<file path="config.mk">
export PLATFORM = sky130hd
export DESIGN_NAME = dmx512_frame_transmitter_top_flat
export DESIGN_NICKNAME = d
export VERILOG_FILES = /design/src/design/dmxtx_pkg.sv /design/src/design/dmxtx_in_if.sv /design/src/design/dmxtx_out_if.sv /design/src/design/dmxtx_cfg_if.sv /design/src/design/dmxtx_cfg_regs.sv /design/src/design/dmxtx_store.sv /design/src/design/dmxtx_seq.sv /design/src/design/dmx512_frame_transmitter_top.sv /design/src/flat_wrapper.sv
export SDC_FILE = /design/constraint.sdc
export NUM_CORES = 2
export LEC_CHECK = 0
export BUFFER_PORTS_ARGS = -buffer_cell sky130_fd_sc_hd__buf_2
export CORE_UTILIZATION = 45
export CTS_BUF_LIST = sky130_fd_sc_hd__clkbuf_4
export DETAILED_ROUTE_END_ITERATION = 12
export PLACE_DENSITY = 0.7
export SETUP_SLACK_MARGIN = 0.3
export SLEW_MARGIN = 30
export SYNTH_ARGS = -nofsm -noshare
export SYNTH_HDL_FRONTEND = slang
export SYNTH_SLANG_ARGS = --single-unit
</file>
<file path="constraint.sdc">
create_clock -name clk -period 7.35 [get_ports clk]
set_input_delay 1.1025 -clock clk [delete_from_list [all_inputs] [get_ports clk]]
set_output_delay 1.1025 -clock clk [all_outputs]
set_load 0.02 [all_outputs]
</file>
<file path="src/design/dmxtx_pkg.sv">
// Shared widths, codes, register defaults and types for the DMX512 frame transmitter.
package dmxtx_pkg;

  localparam int DMX_CHANNELS   = 512;

  localparam int KIND_W         = 2;
  localparam int CH_INDEX_W     = 9;
  localparam int BYTE_W         = 8;
  localparam int FRAME_LEN_W    = 10;
  localparam int CFG_INDEX_W    = 8;
  localparam int CFG_DATA_W     = 16;
  localparam int TIMER_W        = 16;

  // request kinds
  localparam logic [KIND_W-1:0] KIND_WRITE = 2'd0;
  localparam logic [KIND_W-1:0] KIND_START = 2'd1;
  localparam logic [KIND_W-1:0] KIND_TICK  = 2'd2;

  // register indexes
  localparam logic [CFG_INDEX_W-1:0] REG_TICKS_PER_BIT = 8'd0;
  localparam logic [CFG_INDEX_W-1:0] REG_BREAK_TICKS   = 8'd1;
  localparam logic [CFG_INDEX_W-1:0] REG_MAB_TICKS     = 8'd2;
  localparam logic [CFG_INDEX_W-1:0] REG_SCALE         = 8'd3;

  // register reset values
  localparam logic [TIMER_W-1:0] RST_TICKS_PER_BIT = 16'd4;
  localparam logic [TIMER_W-1:0] RST_BREAK_TICKS   = 16'd120;
  localparam logic [TIMER_W-1:0] RST_MAB_TICKS     = 16'd12;
  localparam logic [BYTE_W-1:0]  RST_SCALE         = 8'd1;

  typedef struct packed {
    logic [TIMER_W-1:0] ticks_per_bit;
    logic [TIMER_W-1:0] break_ticks;
    logic [TIMER_W-1:0] mab_ticks;
    logic [BYTE_W-1:0]  scale;
  } cfg_t;

  typedef struct packed {
    logic [KIND_W-1:0]      kind;
    logic [CH_INDEX_W-1:0]  channel_index;
    logic [BYTE_W-1:0]      channel_value;
    logic [BYTE_W-1:0]      start_code;
    logic                   raw_frame;
    logic [FRAME_LEN_W-1:0] frame_length;
  } item_t;

  typedef struct packed {
    logic tx_level;
    logic busy_res;
    logic frame_done;
  } res_t;

endpackage

</file>
<file path="src/design/dmxtx_in_if.sv">
// Input request channel: valid/ready plus one input item.
interface dmxtx_in_if;
  import dmxtx_pkg::*;

  logic                   valid;
  logic                   ready;
  logic [KIND_W-1:0]      kind;
  logic [CH_INDEX_W-1:0]  channel_index;
  logic [BYTE_W-1:0]      channel_value;
  logic [BYTE_W-1:0]      start_code;
  logic                   raw_frame;
  logic [FRAME_LEN_W-1:0] frame_length;

  modport source (output valid, kind, channel_index, channel_value, start_code,
                  raw_frame, frame_length, input ready);
  modport sink   (input valid, kind, channel_index, channel_value, start_code,
                  raw_frame, frame_length, output ready);
endinterface

</file>
<file path="src/design/dmxtx_out_if.sv">
// Result channel: valid/ready plus line level, busy and frame-done.
interface dmxtx_out_if;
  logic valid;
  logic ready;
  logic tx_level;
  logic busy_res;
  logic frame_done;

  modport source (output valid, tx_level, busy_res, frame_done, input ready);
  modport sink   (input valid, tx_level, busy_res, frame_done, output ready);
endinterface

</file>
<file path="src/design/dmxtx_cfg_if.sv">
// Register write channel: valid/ready plus register index and write data.
interface dmxtx_cfg_if;
  import dmxtx_pkg::*;

  logic                   valid;
  logic                   ready;
  logic [CFG_INDEX_W-1:0] index;
  logic [CFG_DATA_W-1:0]  data;

  modport source (output valid, index, data, input ready);
  modport sink   (input valid, index, data, output ready);
endinterface

</file>
<file path="src/design/dmxtx_cfg_regs.sv">
// Configuration registers: timing periods and channel scale.
module dmxtx_cfg_regs (
  input  logic                             clk,
  input  logic                             rst_n,
  input  logic                             wr_en,
  input  logic [dmxtx_pkg::CFG_INDEX_W-1:0] wr_index,
  input  logic [dmxtx_pkg::CFG_DATA_W-1:0]  wr_data,
  output dmxtx_pkg::cfg_t                  cfg
);
  import dmxtx_pkg::*;

  cfg_t               cfg_r;
  cfg_t               cfg_nxt;
  logic [TIMER_W-1:0] period;

  // a zero period behaves as one
  assign period = (wr_data == '0) ? TIMER_W'(1) : wr_data;

  always_comb begin
    cfg_nxt = cfg_r;
    if (wr_en) begin
      case (wr_index)
        REG_TICKS_PER_BIT: cfg_nxt.ticks_per_bit = period;
        REG_BREAK_TICKS:   cfg_nxt.break_ticks   = period;
        REG_MAB_TICKS:     cfg_nxt.mab_ticks     = period;
        REG_SCALE:         cfg_nxt.scale         = wr_data[BYTE_W-1:0];
        default:           cfg_nxt = cfg_r;
      endcase
    end
  end

  always_ff @(posedge clk) begin
    if (!rst_n) begin
      cfg_r.ticks_per_bit <= RST_TICKS_PER_BIT;
      cfg_r.break_ticks   <= RST_BREAK_TICKS;
      cfg_r.mab_ticks     <= RST_MAB_TICKS;
      cfg_r.scale         <= RST_SCALE;
    end else begin
      cfg_r <= cfg_nxt;
    end
  end

  assign cfg = cfg_r;

endmodule

</file>
<file path="src/design/dmxtx_store.sv">
// Channel byte store: one write port, one registered read port with write bypass.
module dmxtx_store #(
  parameter int CHANNEL_COUNT = dmxtx_pkg::DMX_CHANNELS,
  parameter int AW            = 9
) (
  input  logic                          clk,
  input  logic                          wr_en,
  input  logic [AW-1:0]                 wr_addr,
  input  logic [dmxtx_pkg::BYTE_W-1:0]  wr_data,
  input  logic [AW-1:0]                 rd_addr,
  output logic [dmxtx_pkg::BYTE_W-1:0]  rd_data
);
  import dmxtx_pkg::*;

  logic [BYTE_W-1:0] mem [0:CHANNEL_COUNT-1];
  logic [BYTE_W-1:0] rd_data_r;

  always_ff @(posedge clk) begin
    if (wr_en) begin
      mem[wr_addr] <= wr_data;
    end
  end

  // same-cycle write to the address being fetched is forwarded
  always_ff @(posedge clk) begin
    if (wr_en && (wr_addr == rd_addr)) begin
      rd_data_r <= wr_data;
    end else begin
      rd_data_r <= mem[rd_addr];
    end
  end

  assign rd_data = rd_data_r;

endmodule

</file>
<file path="src/design/dmxtx_seq.sv">
// Frame sequencer: break, mark-after-break and UART character timing.
module dmxtx_seq #(
  parameter int CHANNEL_COUNT = dmxtx_pkg::DMX_CHANNELS,
  parameter int AW            = 9,
  parameter int PW            = 10
) (
  input  logic                         clk,
  input  logic                         rst_n,
  input  logic                         item_fire,
  input  dmxtx_pkg::item_t             item,
  input  dmxtx_pkg::cfg_t              cfg,
  input  logic [dmxtx_pkg::BYTE_W-1:0] rd_data,
  output logic                         wr_en,
  output logic [AW-1:0]                wr_addr,
  output logic [dmxtx_pkg::BYTE_W-1:0] wr_data,
  output logic [AW-1:0]                rd_addr,
  output dmxtx_pkg::res_t              res
);
  import dmxtx_pkg::*;

  localparam logic [1:0] PH_IDLE  = 2'd0;
  localparam logic [1:0] PH_BREAK = 2'd1;
  localparam logic [1:0] PH_MAB   = 2'd2;
  localparam logic [1:0] PH_SEND  = 2'd3;
  localparam logic [3:0] LAST_BIT = 4'd10;
  localparam logic [3:0] LAST_DATA_BIT = 4'd8;
  localparam logic [FRAME_LEN_W-1:0] COUNT_LEN = FRAME_LEN_W'(CHANNEL_COUNT);
  localparam logic [PW-1:0]          COUNT_PTR = PW'(CHANNEL_COUNT);

  logic [1:0]          phase_r,      phase_nxt;
  logic [TIMER_W-1:0]  tick_count_r, tick_count_nxt;
  logic [3:0]          bit_index_r,  bit_index_nxt;
  logic [BYTE_W-1:0]   shift_byte_r, shift_byte_nxt;
  logic [PW-1:0]       byte_ptr_r,   byte_ptr_nxt;
  logic [PW-1:0]       frame_bytes_r, frame_bytes_nxt;
  logic                raw_mode_r,   raw_mode_nxt;
  logic                done_r,       done_nxt;

  logic [TIMER_W-1:0]     limit;
  logic [TIMER_W:0]       tick_inc;
  logic                   period_over;
  logic [FRAME_LEN_W-1:0] len_sat;
  logic [2*BYTE_W-1:0]    scaled;
  logic                   level_cur;
  logic                   level_nxt;

  function automatic logic line_level(input logic [1:0] ph, input logic [3:0] bi,
                                      input logic [BYTE_W-1:0] sb);
    logic [3:0] pos;
    pos = bi - 4'd1;
    if (ph == PH_BREAK)           return 1'b0;
    else if (ph != PH_SEND)       return 1'b1;
    else if (bi == 4'd0)          return 1'b0;
    else if (bi <= LAST_DATA_BIT) return sb[pos[2:0]];
    else                          return 1'b1;
  endfunction

  always_comb begin
    case (phase_r)
      PH_BREAK: limit = cfg.break_ticks;
      PH_MAB:   limit = cfg.mab_ticks;
      default:  limit = cfg.ticks_per_bit;
    endcase
  end

  assign tick_inc    = {1'b0, tick_count_r} + (TIMER_W+1)'(1);
  assign period_over = (tick_inc >= {1'b0, limit});
  assign len_sat     = (item.frame_length > COUNT_LEN) ? COUNT_LEN : item.frame_length;
  assign scaled      = rd_data * cfg.scale;

  always_comb begin
    phase_nxt       = phase_r;
    tick_count_nxt  = tick_count_r;
    bit_index_nxt   = bit_index_r;
    shift_byte_nxt  = shift_byte_r;
    byte_ptr_nxt    = byte_ptr_r;
    frame_bytes_nxt = frame_bytes_r;
    raw_mode_nxt    = raw_mode_r;
    done_nxt        = done_r;
    if (item_fire) begin
      case (item.kind)
        KIND_START: begin
          raw_mode_nxt    = item.raw_frame;
          frame_bytes_nxt = item.raw_frame ? PW'(len_sat) : COUNT_PTR;
          shift_byte_nxt  = item.start_code;
          byte_ptr_nxt    = '0;
          bit_index_nxt   = '0;
          tick_count_nxt  = '0;
          done_nxt        = 1'b0;
          phase_nxt       = PH_BREAK;
        end
        KIND_TICK: begin
          if (phase_r != PH_IDLE) begin
            tick_count_nxt = period_over ? '0 : tick_inc[TIMER_W-1:0];
            if (period_over) begin
              case (phase_r)
                PH_BREAK: phase_nxt = PH_MAB;
                PH_MAB: begin
                  phase_nxt     = PH_SEND;
                  bit_index_nxt = '0;
                end
                default: begin
                  if (bit_index_r < LAST_BIT) begin
                    bit_index_nxt = bit_index_r + 4'd1;
                  end else if (byte_ptr_r < frame_bytes_r) begin
                    // rd_data holds the current store entry at byte_ptr_r
                    shift_byte_nxt = raw_mode_r ? rd_data : scaled[BYTE_W-1:0];
                    byte_ptr_nxt   = byte_ptr_r + PW'(1);
                    bit_index_nxt  = '0;
                  end else begin
                    phase_nxt     = PH_IDLE;
                    bit_index_nxt = '0;
                    done_nxt      = 1'b1;
                  end
                end
              endcase
            end
          end
        end
        default: ;
      endcase
    end
  end

  always_ff @(posedge clk) begin
    if (!rst_n) begin
      phase_r       <= PH_IDLE;
      tick_count_r  <= '0;
      bit_index_r   <= '0;
      shift_byte_r  <= '0;
      byte_ptr_r    <= '0;
      frame_bytes_r <= '0;
      raw_mode_r    <= 1'b0;
      done_r        <= 1'b0;
    end else begin
      phase_r       <= phase_nxt;
      tick_count_r  <= tick_count_nxt;
      bit_index_r   <= bit_index_nxt;
      shift_byte_r  <= shift_byte_nxt;
      byte_ptr_r    <= byte_ptr_nxt;
      frame_bytes_r <= frame_bytes_nxt;
      raw_mode_r    <= raw_mode_nxt;
      done_r        <= done_nxt;
    end
  end

  // store access: fetch the entry the pointer will name next cycle
  assign wr_en   = item_fire && (item.kind == KIND_WRITE) &&
                   ({1'b0, item.channel_index} < COUNT_LEN);
  assign wr_addr = AW'(item.channel_index);
  assign wr_data = item.channel_value;
  assign rd_addr = byte_ptr_nxt[AW-1:0];

  assign level_cur = line_level(phase_r, bit_index_r, shift_byte_r);
  assign level_nxt = line_level(phase_nxt, bit_index_nxt, shift_byte_nxt);

  // a tick reports the level driven during it; other requests report the new level
  assign res.tx_level   = (item.kind == KIND_TICK) ? level_cur : level_nxt;
  assign res.busy_res   = (phase_nxt != PH_IDLE);
  assign res.frame_done = done_nxt;

endmodule

</file>
<file path="src/design/dmx512_frame_transmitter_top.sv">
// DMX512 frame transmitter top level: channels, registers, store and sequencer.
// A result is registered in the output register when its request is taken.
// Throughput: one request per cycle unless output stalls; the store has one write and
//   one read port; the next byte is prefetched every cycle, so ticks and writes stream.
// Reset (rst_n low, synchronous): sequencer idle, counters zero, registers at defaults,
//   output empty. The channel store is not cleared; its entries hold junk until written.
module dmx512_frame_transmitter_top #(
  parameter int CHANNEL_COUNT = dmxtx_pkg::DMX_CHANNELS
) (
  input logic         clk,
  input logic         rst_n,
  dmxtx_in_if.sink    in_ch,
  dmxtx_out_if.source out_ch,
  dmxtx_cfg_if.sink   cfg_ch
);
  import dmxtx_pkg::*;

  // store address width and a pointer width that can also hold the channel count
  localparam int AW = (CHANNEL_COUNT > 1) ? $clog2(CHANNEL_COUNT) : 1;
  localparam int PW = $clog2(CHANNEL_COUNT + 1);

  cfg_t              cfg;
  item_t             item;
  res_t              res;
  logic              in_fire;
  logic              st_wr_en;
  logic [AW-1:0]     st_wr_addr;
  logic [BYTE_W-1:0] st_wr_data;
  logic [AW-1:0]     st_rd_addr;
  logic [BYTE_W-1:0] st_rd_data;

  logic              out_valid_r, out_valid_nxt;
  res_t              out_res_r;

  // Register writes are always taken; the user only writes while idle.
  assign cfg_ch.ready = 1'b1;

  dmxtx_cfg_regs u_cfg_regs (
    .clk      (clk),
    .rst_n    (rst_n),
    .wr_en    (cfg_ch.valid),
    .wr_index (cfg_ch.index),
    .wr_data  (cfg_ch.data),
    .cfg      (cfg)
  );

  // The output register decouples the two sides: a new request is taken whenever
  // the register is empty or its result is being taken in this same cycle.
  assign in_ch.ready = !out_valid_r || out_ch.ready;
  assign in_fire     = in_ch.valid && in_ch.ready;

  assign item.kind          = in_ch.kind;
  assign item.channel_index = in_ch.channel_index;
  assign item.channel_value = in_ch.channel_value;
  assign item.start_code    = in_ch.start_code;
  assign item.raw_frame     = in_ch.raw_frame;
  assign item.frame_length  = in_ch.frame_length;

  // Store: write requests land here; the read side always holds the byte at the
  // sequencer's pointer, with same-cycle writes forwarded, so a byte updated while
  // a frame runs goes out with its new value if it was not loaded yet.
  dmxtx_store #(
    .CHANNEL_COUNT (CHANNEL_COUNT),
    .AW            (AW)
  ) u_store (
    .clk     (clk),
    .wr_en   (st_wr_en),
    .wr_addr (st_wr_addr),
    .wr_data (st_wr_data),
    .rd_addr (st_rd_addr),
    .rd_data (st_rd_data)
  );

  // Sequencer: break, mark-after-break, then start code and channel bytes as
  // 11-bit UART characters. Each tick request advances the timers by one.
  dmxtx_seq #(
    .CHANNEL_COUNT (CHANNEL_COUNT),
    .AW            (AW),
    .PW            (PW)
  ) u_seq (
    .clk       (clk),
    .rst_n     (rst_n),
    .item_fire (in_fire),
    .item      (item),
    .cfg       (cfg),
    .rd_data   (st_rd_data),
    .wr_en     (st_wr_en),
    .wr_addr   (st_wr_addr),
    .wr_data   (st_wr_data),
    .rd_addr   (st_rd_addr),
    .res       (res)
  );

  always_comb begin
    out_valid_nxt = out_valid_r;
    if (in_fire) begin
      out_valid_nxt = 1'b1;
    end else if (out_ch.ready) begin
      out_valid_nxt = 1'b0;
    end
  end

  always_ff @(posedge clk) begin
    if (!rst_n) begin
      out_valid_r <= 1'b0;
    end else begin
      out_valid_r <= out_valid_nxt;
    end
  end

  // result payload needs no reset
  always_ff @(posedge clk) begin
    if (in_fire) begin
      out_res_r <= res;
    end
  end

  assign out_ch.valid      = out_valid_r;
  assign out_ch.tx_level   = out_res_r.tx_level;
  assign out_ch.busy_res   = out_res_r.busy_res;
  assign out_ch.frame_done = out_res_r.frame_done;

endmodule

</file>
<file path="src/flat_wrapper.sv">
// flat-port wrapper written by rule: the top's interface ports become plain ports
module dmx512_frame_transmitter_top_flat import dmxtx_pkg::*;
#(
  parameter int CHANNEL_COUNT = dmxtx_pkg::DMX_CHANNELS
)
  (clk, rst_n, in_ch_valid, in_ch_kind, in_ch_channel_index, in_ch_channel_value, in_ch_start_code, in_ch_raw_frame, in_ch_frame_length, in_ch_ready, out_ch_valid, out_ch_tx_level, out_ch_busy_res, out_ch_frame_done, out_ch_ready, cfg_ch_valid, cfg_ch_index, cfg_ch_data, cfg_ch_ready);
  dmxtx_in_if in_ch_i ();
  dmxtx_out_if out_ch_i ();
  dmxtx_cfg_if cfg_ch_i ();
  input logic clk;
  input logic rst_n;
  input wire logic [$bits(in_ch_i.valid)-1:0] in_ch_valid;
  input wire logic [$bits(in_ch_i.kind)-1:0] in_ch_kind;
  input wire logic [$bits(in_ch_i.channel_index)-1:0] in_ch_channel_index;
  input wire logic [$bits(in_ch_i.channel_value)-1:0] in_ch_channel_value;
  input wire logic [$bits(in_ch_i.start_code)-1:0] in_ch_start_code;
  input wire logic [$bits(in_ch_i.raw_frame)-1:0] in_ch_raw_frame;
  input wire logic [$bits(in_ch_i.frame_length)-1:0] in_ch_frame_length;
  output wire logic [$bits(in_ch_i.ready)-1:0] in_ch_ready;
  output wire logic [$bits(out_ch_i.valid)-1:0] out_ch_valid;
  output wire logic [$bits(out_ch_i.tx_level)-1:0] out_ch_tx_level;
  output wire logic [$bits(out_ch_i.busy_res)-1:0] out_ch_busy_res;
  output wire logic [$bits(out_ch_i.frame_done)-1:0] out_ch_frame_done;
  input wire logic [$bits(out_ch_i.ready)-1:0] out_ch_ready;
  input wire logic [$bits(cfg_ch_i.valid)-1:0] cfg_ch_valid;
  input wire logic [$bits(cfg_ch_i.index)-1:0] cfg_ch_index;
  input wire logic [$bits(cfg_ch_i.data)-1:0] cfg_ch_data;
  output wire logic [$bits(cfg_ch_i.ready)-1:0] cfg_ch_ready;
  assign in_ch_i.valid = in_ch_valid;
  assign in_ch_i.kind = in_ch_kind;
  assign in_ch_i.channel_index = in_ch_channel_index;
  assign in_ch_i.channel_value = in_ch_channel_value;
  assign in_ch_i.start_code = in_ch_start_code;
  assign in_ch_i.raw_frame = in_ch_raw_frame;
  assign in_ch_i.frame_length = in_ch_frame_length;
  assign in_ch_ready = in_ch_i.ready;
  assign out_ch_valid = out_ch_i.valid;
  assign out_ch_tx_level = out_ch_i.tx_level;
  assign out_ch_busy_res = out_ch_i.busy_res;
  assign out_ch_frame_done = out_ch_i.frame_done;
  assign out_ch_i.ready = out_ch_ready;
  assign cfg_ch_i.valid = cfg_ch_valid;
  assign cfg_ch_i.index = cfg_ch_index;
  assign cfg_ch_i.data = cfg_ch_data;
  assign cfg_ch_ready = cfg_ch_i.ready;
  dmx512_frame_transmitter_top #(.CHANNEL_COUNT(CHANNEL_COUNT)) u_core (.clk(clk), .rst_n(rst_n), .in_ch(in_ch_i), .out_ch(out_ch_i), .cfg_ch(cfg_ch_i));
endmodule
</file>
-- Yosys cells after proc, flatten, opt, wreduce, memory -nomap -nowiden
Memories as Yosys holds them, arrays and structs flattened. A register that Yosys moved wholly into a read port is not among the register bits.
Index checks and enable logic that the tools add are counted.
W data, S select, Z words.
- multiply operators: 1
- muxes and demuxes: 59
- order comparisons: 8
- reduce and logical (&&, ||, !) cells: 21
- equal/unequal tests: 15
- add/sub/neg operators: 5
- operators with widths (cell ; count):
    $mux W10 ; 7
    $pmux W16 S2 ; 2
    $mux W8 ; 7
    $mux W16 ; 3
    $mux W1 ; 21
    $pmux W10 S2 ; 1
    $add A16 B1 Y17 const B ; 1
    $ge A17 B16 Y1 ; 1
    $eq A8 B2 Y1 const B ; 2
    $logic_not A16 Y1 ; 1
    $mux W4 ; 4
    $pmux W4 S2 ; 2
    $pmux W8 S2 ; 1
    $ne A2 B2 Y1 const B ; 7
    $add A10 B1 Y10 const B ; 1
    $gt A10 B10 Y1 const B ; 1
    $lt A10 B10 Y1 ; 1
    $mux W2 ; 5
    $reduce_and A2 Y1 ; 5
    $mux W9 ; 1
    $eq A8 B1 Y1 const B ; 1
    $le A4 B4 Y1 const B ; 2
    $logic_not A4 Y1 ; 2
    $logic_not A8 Y1 ; 1
    other kinds (18) ; 29
- flip-flop bits (word level): 112
- logic and storage cells: 127
- RAM bits: 4096
- memories: 1
- input port bits: 67
- memory list (name ; depth ; width ; rd ports ; clocked after Yosys merged registers in ; wr ports ; RTL line ; source):
    u_core.u_store.mem ; 512 ; 8 ; 1 ; 1 ; 1 ; dmxtx_store.sv:15 ; logic [BYTE_W-1:0] mem [0:CHANNEL_COUNT-1];

-- Longest topological paths before layout
- depth in word-level cells: 16
- depth in mapped cells: 33

-- By module
Synthesis repeated with hierarchy kept, for this count alone.
- cells, all modules: 8899
- area total of the unflattened synthesis: 167430.6 um2
- by module, submodules not included (module ; area each (um2) ; times used ; cells an instance):
    dmxtx_store ; 159947.2 ; 1 ; 8031
    dmxtx_seq ; 5058.6 ; 1 ; 631
    dmxtx_cfg_regs ; 2265.9 ; 1 ; 227
    dmx512_frame_transmitter_top ; 158.9 ; 1 ; 10

-- Worst setup path after synthesis
No wires, ideal clock.
- kind: reg-to-reg
- from: register with a tool-made name
- to: register u_core.u_seq.shift_byte_r[7]
- arrival time: 6.207 ns
- clock period less this slack: 6.342 ns
- cell stages (with the launch flop): 29
- path slack: 1.008 ns
- path buffers: 7
- path through: dfxtp_1 buf_6 buf_12 buf_12 buf_6 buf_8 buf_6 buf_6 mux4_2 mux4_2 a22oi_1 nand3_1 o211ai_2 o41ai_4 and2_1 fa_1 fa_1 ha_1 inv_1 fa_1 inv_1 ha_1 a21o_1 a21oi_1 xnor2_1 xnor3_1 xnor2_1 xnor2_1 a41oi_1
- RTL lines (item ; RTL line ; source):
    end signal: assignment ; dmxtx_seq.sv:139 ; shift_byte_r <= shift_byte_nxt;
    end: declaration ; dmxtx_seq.sv:33 ; logic [BYTE_W-1:0] shift_byte_r, shift_byte_nxt;

==> impl_metrics.py <==
metrics = {
    "status": {
        "status": "finished clean",
    },
    "floorplanning": {
        "io_pins": 73,
        "die_w_um": 611.0,
        "die_area_mm2": 0.3734,
        "start_util_pct": 45.22,
        "num_rows": 223,
        "fp.coreArea_mm2": 0.3691,
        "die_y_um": 611.0,
    },
    "cells_and_area": {
        "mostFrequentLayoutCells": "4,099 x edfxtp_1, 1,510 x clkbuf_4, 1,011 x mux4_2, 496 x nor2_1, 429 x buf_4",
        "final_core_util_pct": 51.60,
        "layout_commonest_cell": "edfxtp_1",
        "finalNetCount": 9611,
        "final_layout_size_suffix_gt1_share_pct": 34.30,
        "area_growth_pct": 14.11,
        "final_cells": 15076,
        "regArea_mm2": 0.1255,
        "fin_area_mm2": 0.1905,
        "fill_cells": 28565,
        "multi_input_area_mm2": 0.03901,
    },
    "yosys": {
        "synth_top_area_share_pct": 73.74,
        "synth_cells": 8160,
        "synth_seq_cells": 4217,
        "yosysWarningCount": 0,
        "synthesis.nets": 8292,
        "ys_types": 93,
        "ys_seq_area_share_pct": 75.16,
        "synth_compound_area_share_pct": 2.840,
        "synth_xor_area_share_pct": 0.1784,
        "synth_area_leaders": "edfxtp_1 74%, mux4_2 14%, mux2i_1 2.1%",
        "async_flop_share_pct": 0,
        "yosys.area_share.simple_pct": 3.326,
        "synth_top_family_by_area": "multiplexers",
        "syn_area_per_cell_um2": 20.46,
        "synthAdderAreaFrac_pct": 0.5412,
        "synth_ff_type": "edfxtp_1",
        "synth_mux_area_share_pct": 15.99,
        "synth_area_leader_cell": "edfxtp_1",
        "synth_edf_count": 4099,
        "netlist_area_mm2": 0.1669,
    },
    "timing": {
        "layout_min_cycle_time_ns": 7.228,
        "finalSetupViolCount": 0,
        "maxSlewViolCount": 0,
        "fmax_mhz": 138.4,
        "holdWs_ns": 0.2156,
        "hold_violations": 0,
        "slew_headroom_pct": 21.68,
        "skew_ns": 0.1685,
        "rsz0062_at_grt": "yes",
        "fin_crit_sh_pct": 98.34,
        "worst_pin_slew_ns": 1.175,
    },
    "clock_network": {
        "htree_num_levels": 7,
        "cts_buffer_depth": 5,
        "numCtsBuffers": 1116,
        "ctsRootBufferMaster": "clkbuf_4",
        "clk_pin_slew_ns": 0.08,
        "worstSkewPairLatency_ns": 1.74,
        "cts.sinks": 4217,
        "cts_tree": "yes",
    },
    "grt": {
        "grt_pass1_vias": 92070,
        "grt_max_degree": 214,
        "grt_pass1_wl_um": 669200,
        "grt_overflow_total": 0,
        "grt_use_total_pct": 25.47,
        "antenna_found_initial": 34,
    },
    "worst_hold_path": {
        "min_to": "u_core.u_cfg_regs.cfg[10]$_SDFFE_PN1P_",
        "min_path_cells": 3,
        "holdCritPathClass": "input port to flip-flop",
        "min_from": "rst_n",
    },
    "worst_setup_path": {
        "cp_data_required_time_ns": 8.68,
        "path_common_cell": "buf_12",
        "slowest_stage": "a2111oi_2",
        "endpoint_kind": "flip-flop",
        "path_class": "flip-flop to flip-flop",
        "cpPeakStageDelay_ns": 0.57,
        "reg2reg_to": "u_core.out_ch.tx_level$_DFFE_PP_",
        "r2r_slack_ns": 0.12,
        "r2r_cells": 30,
        "crit_fanout": 9,
        "start_kind": "flip-flop",
        "arrival_ns": 8.55,
    },
    "place": {
        "dpl_cell_area_mm2": 0.1759,
        "portBuffers": 71,
        "hpwl_um": 296500,
        "dpl.cell_count": 13204,
        "gp_congestion": 0.9128,
    },
    "routing": {
        "drtAntennaViolNets": 0,
        "drtIter0Drc": 13630,
        "wl_per_cell_um": 31.67,
        "viasPerCell": 6.138,
        "drcViolationCount": 0,
        "first_pass_iters": 8,
        "wl_um": 477400,
        "vias": 92538,
    },
    "pwr": {
        "leakage_uw": 0.05903,
        "ir_drop_mv": 0.1235,
        "p_per_area_mw_per_mm2": 241.6,
    },
    "flow_run": {
        "drv_cap": 0,
    },
}
==> registers in the layout (all words and copies together), names as in the netlist, named ones only <==
register                    cells
u_core.u_seq.byte_ptr_r        10
u_core.out_ch.frame_done        1
u_core.u_seq.raw_mode_r         1
u_core.out_ch.valid             1
u_core.out_ch.busy_res          1
u_core.u_seq.done_r             1
u_core.u_seq.frame_bytes_r     10
u_core.u_seq.tick_count_r      16
u_core.u_seq.shift_byte_r       8
u_core.out_ch.tx_level          1
u_core.u_store.mem           4096
u_core.u_cfg_regs.cfg          56
u_core.u_seq.bit_index_r        4
u_core.u_seq.phase_r            2
==> how the worst max path moves through the flow <==
stage	startpoint	to	slack, ns	depth (start not counted)
finish	flip-flop	u_core.out_ch.tx_level$_DFFE_PP_	0.12	30
global route	flip-flop	u_core.out_ch.tx_level$_DFFE_PP_	-0.01	31
CTS	flip-flop	u_core.out_ch.tx_level$_DFFE_PP_	0.31	29
detailed placement	flip-flop	u_core.u_seq.shift_byte_r[7]$_SDFF_PN0_	-0.53	25
global placement	flip-flop	u_core.u_seq.shift_byte_r[7]$_SDFF_PN0_	-0.69	25
floorplan	flip-flop	u_core.u_seq.shift_byte_r[7]$_SDFF_PN0_	1.01	28
==> routing by layer <==
layer	GRT usage (%)	routed length (um)	up-vias
met5	0	173	-
met4	13.17	22470	24
met3	7.884	59790	1202
met2	38.74	222200	6687
met1	33.13	172800	47755
li1	-	-	36870
==> layout make-up <==
| cell class | count | share of cell area [%] |
|---|---|---|
| Sequential cell | 4217 | 65.87 |
| Inverter | 62 | 0.1235 |
| Multi-Input combinational cell | 3391 | 20.48 |
| Timing Repair Buffer | 691 | 3.632 |
| Antenna cell | 28 | 0.03679 |
| Tap cell | 4950 | 3.252 |
| Clock inverter | 227 | 0.6490 |
| Clock buffer | 1510 | 5.951 |
==> per-stage QoR <==
stage	total power (uW)	setup slack, ns	setup TNS, ns
global placement	27390	-0.6906	-1.513
floorplan	26950	1.008	0
global route	47390	-0.01150	-0.01150
finish	46020	0.1223	0
CTS	46210	0.3079	0
detailed placement	27430	-0.5278	-1.110
==> worst max-delay path, delay by kind of cell, from the launching register on <==
kind	cells	cell delay, ns
and+or+nand+nor	4	0.74
buffers and inverters	10	1.42
adders and majority gates	5	2.17
xor gates and xnor gates	1	0.16
AOI/OAI and AO/OA	10	2.09
DFF	1	0.36
==> cells by family (layout without fill, tap and decap cells) <==
family | Yosys count | after routing
flip-flops | 4217 | 4217
XOR/XNOR | 30 | 30
AO/OA/AOI/OAI | 659 | 659
adder cells (fa/ha/maj) | 65 | 65
other | 1 | 29
multiplexers | 1391 | 1391
buffers and inverters | 552 | 2490
AND/OR/NAND/NOR | 1245 | 1245
==> repair_timing <==
action	in CTS	in global routing
cloned	4	2
endpoints found under the hold margin	387	0
hold buffers	60	0
resized for setup	60	31
endpoints found under the setup margin	4	2
pin swaps	9	15
buffers inserted	25	10
==> report_power, final <==
part	internal (uW)	total [uW]	switching, uW
logic	93.7	602	508
registers	26300	26400	4.12
clock network	9840	19100	9230
total	36300	46000	9740
==> cells in the mapped netlist, types with 29 or more instances <==
| master | count |
|---|---|
| a211oi_1 | 35 |
| a21boi_0 | 43 |
| a21oi_1 | 83 |
| a22oi_1 | 200 |
| and2_1 | 51 |
| buf_2 | 124 |
| buf_4 | 81 |
| buf_6 | 46 |
| clkbuf_1 | 189 |
| dfxtp_1 | 118 |
| edfxtp_1 | 4099 |
| ha_1 | 53 |
| inv_1 | 56 |
| mux2_2 | 29 |
| mux2i_1 | 346 |
| mux4_2 | 1011 |
| nand2_1 | 300 |
| nand3_1 | 66 |
| nand4_1 | 32 |
| nor2_1 | 593 |
| nor2b_1 | 92 |
| o21ai_0 | 73 |
Power figures use the tool's default switching activity.
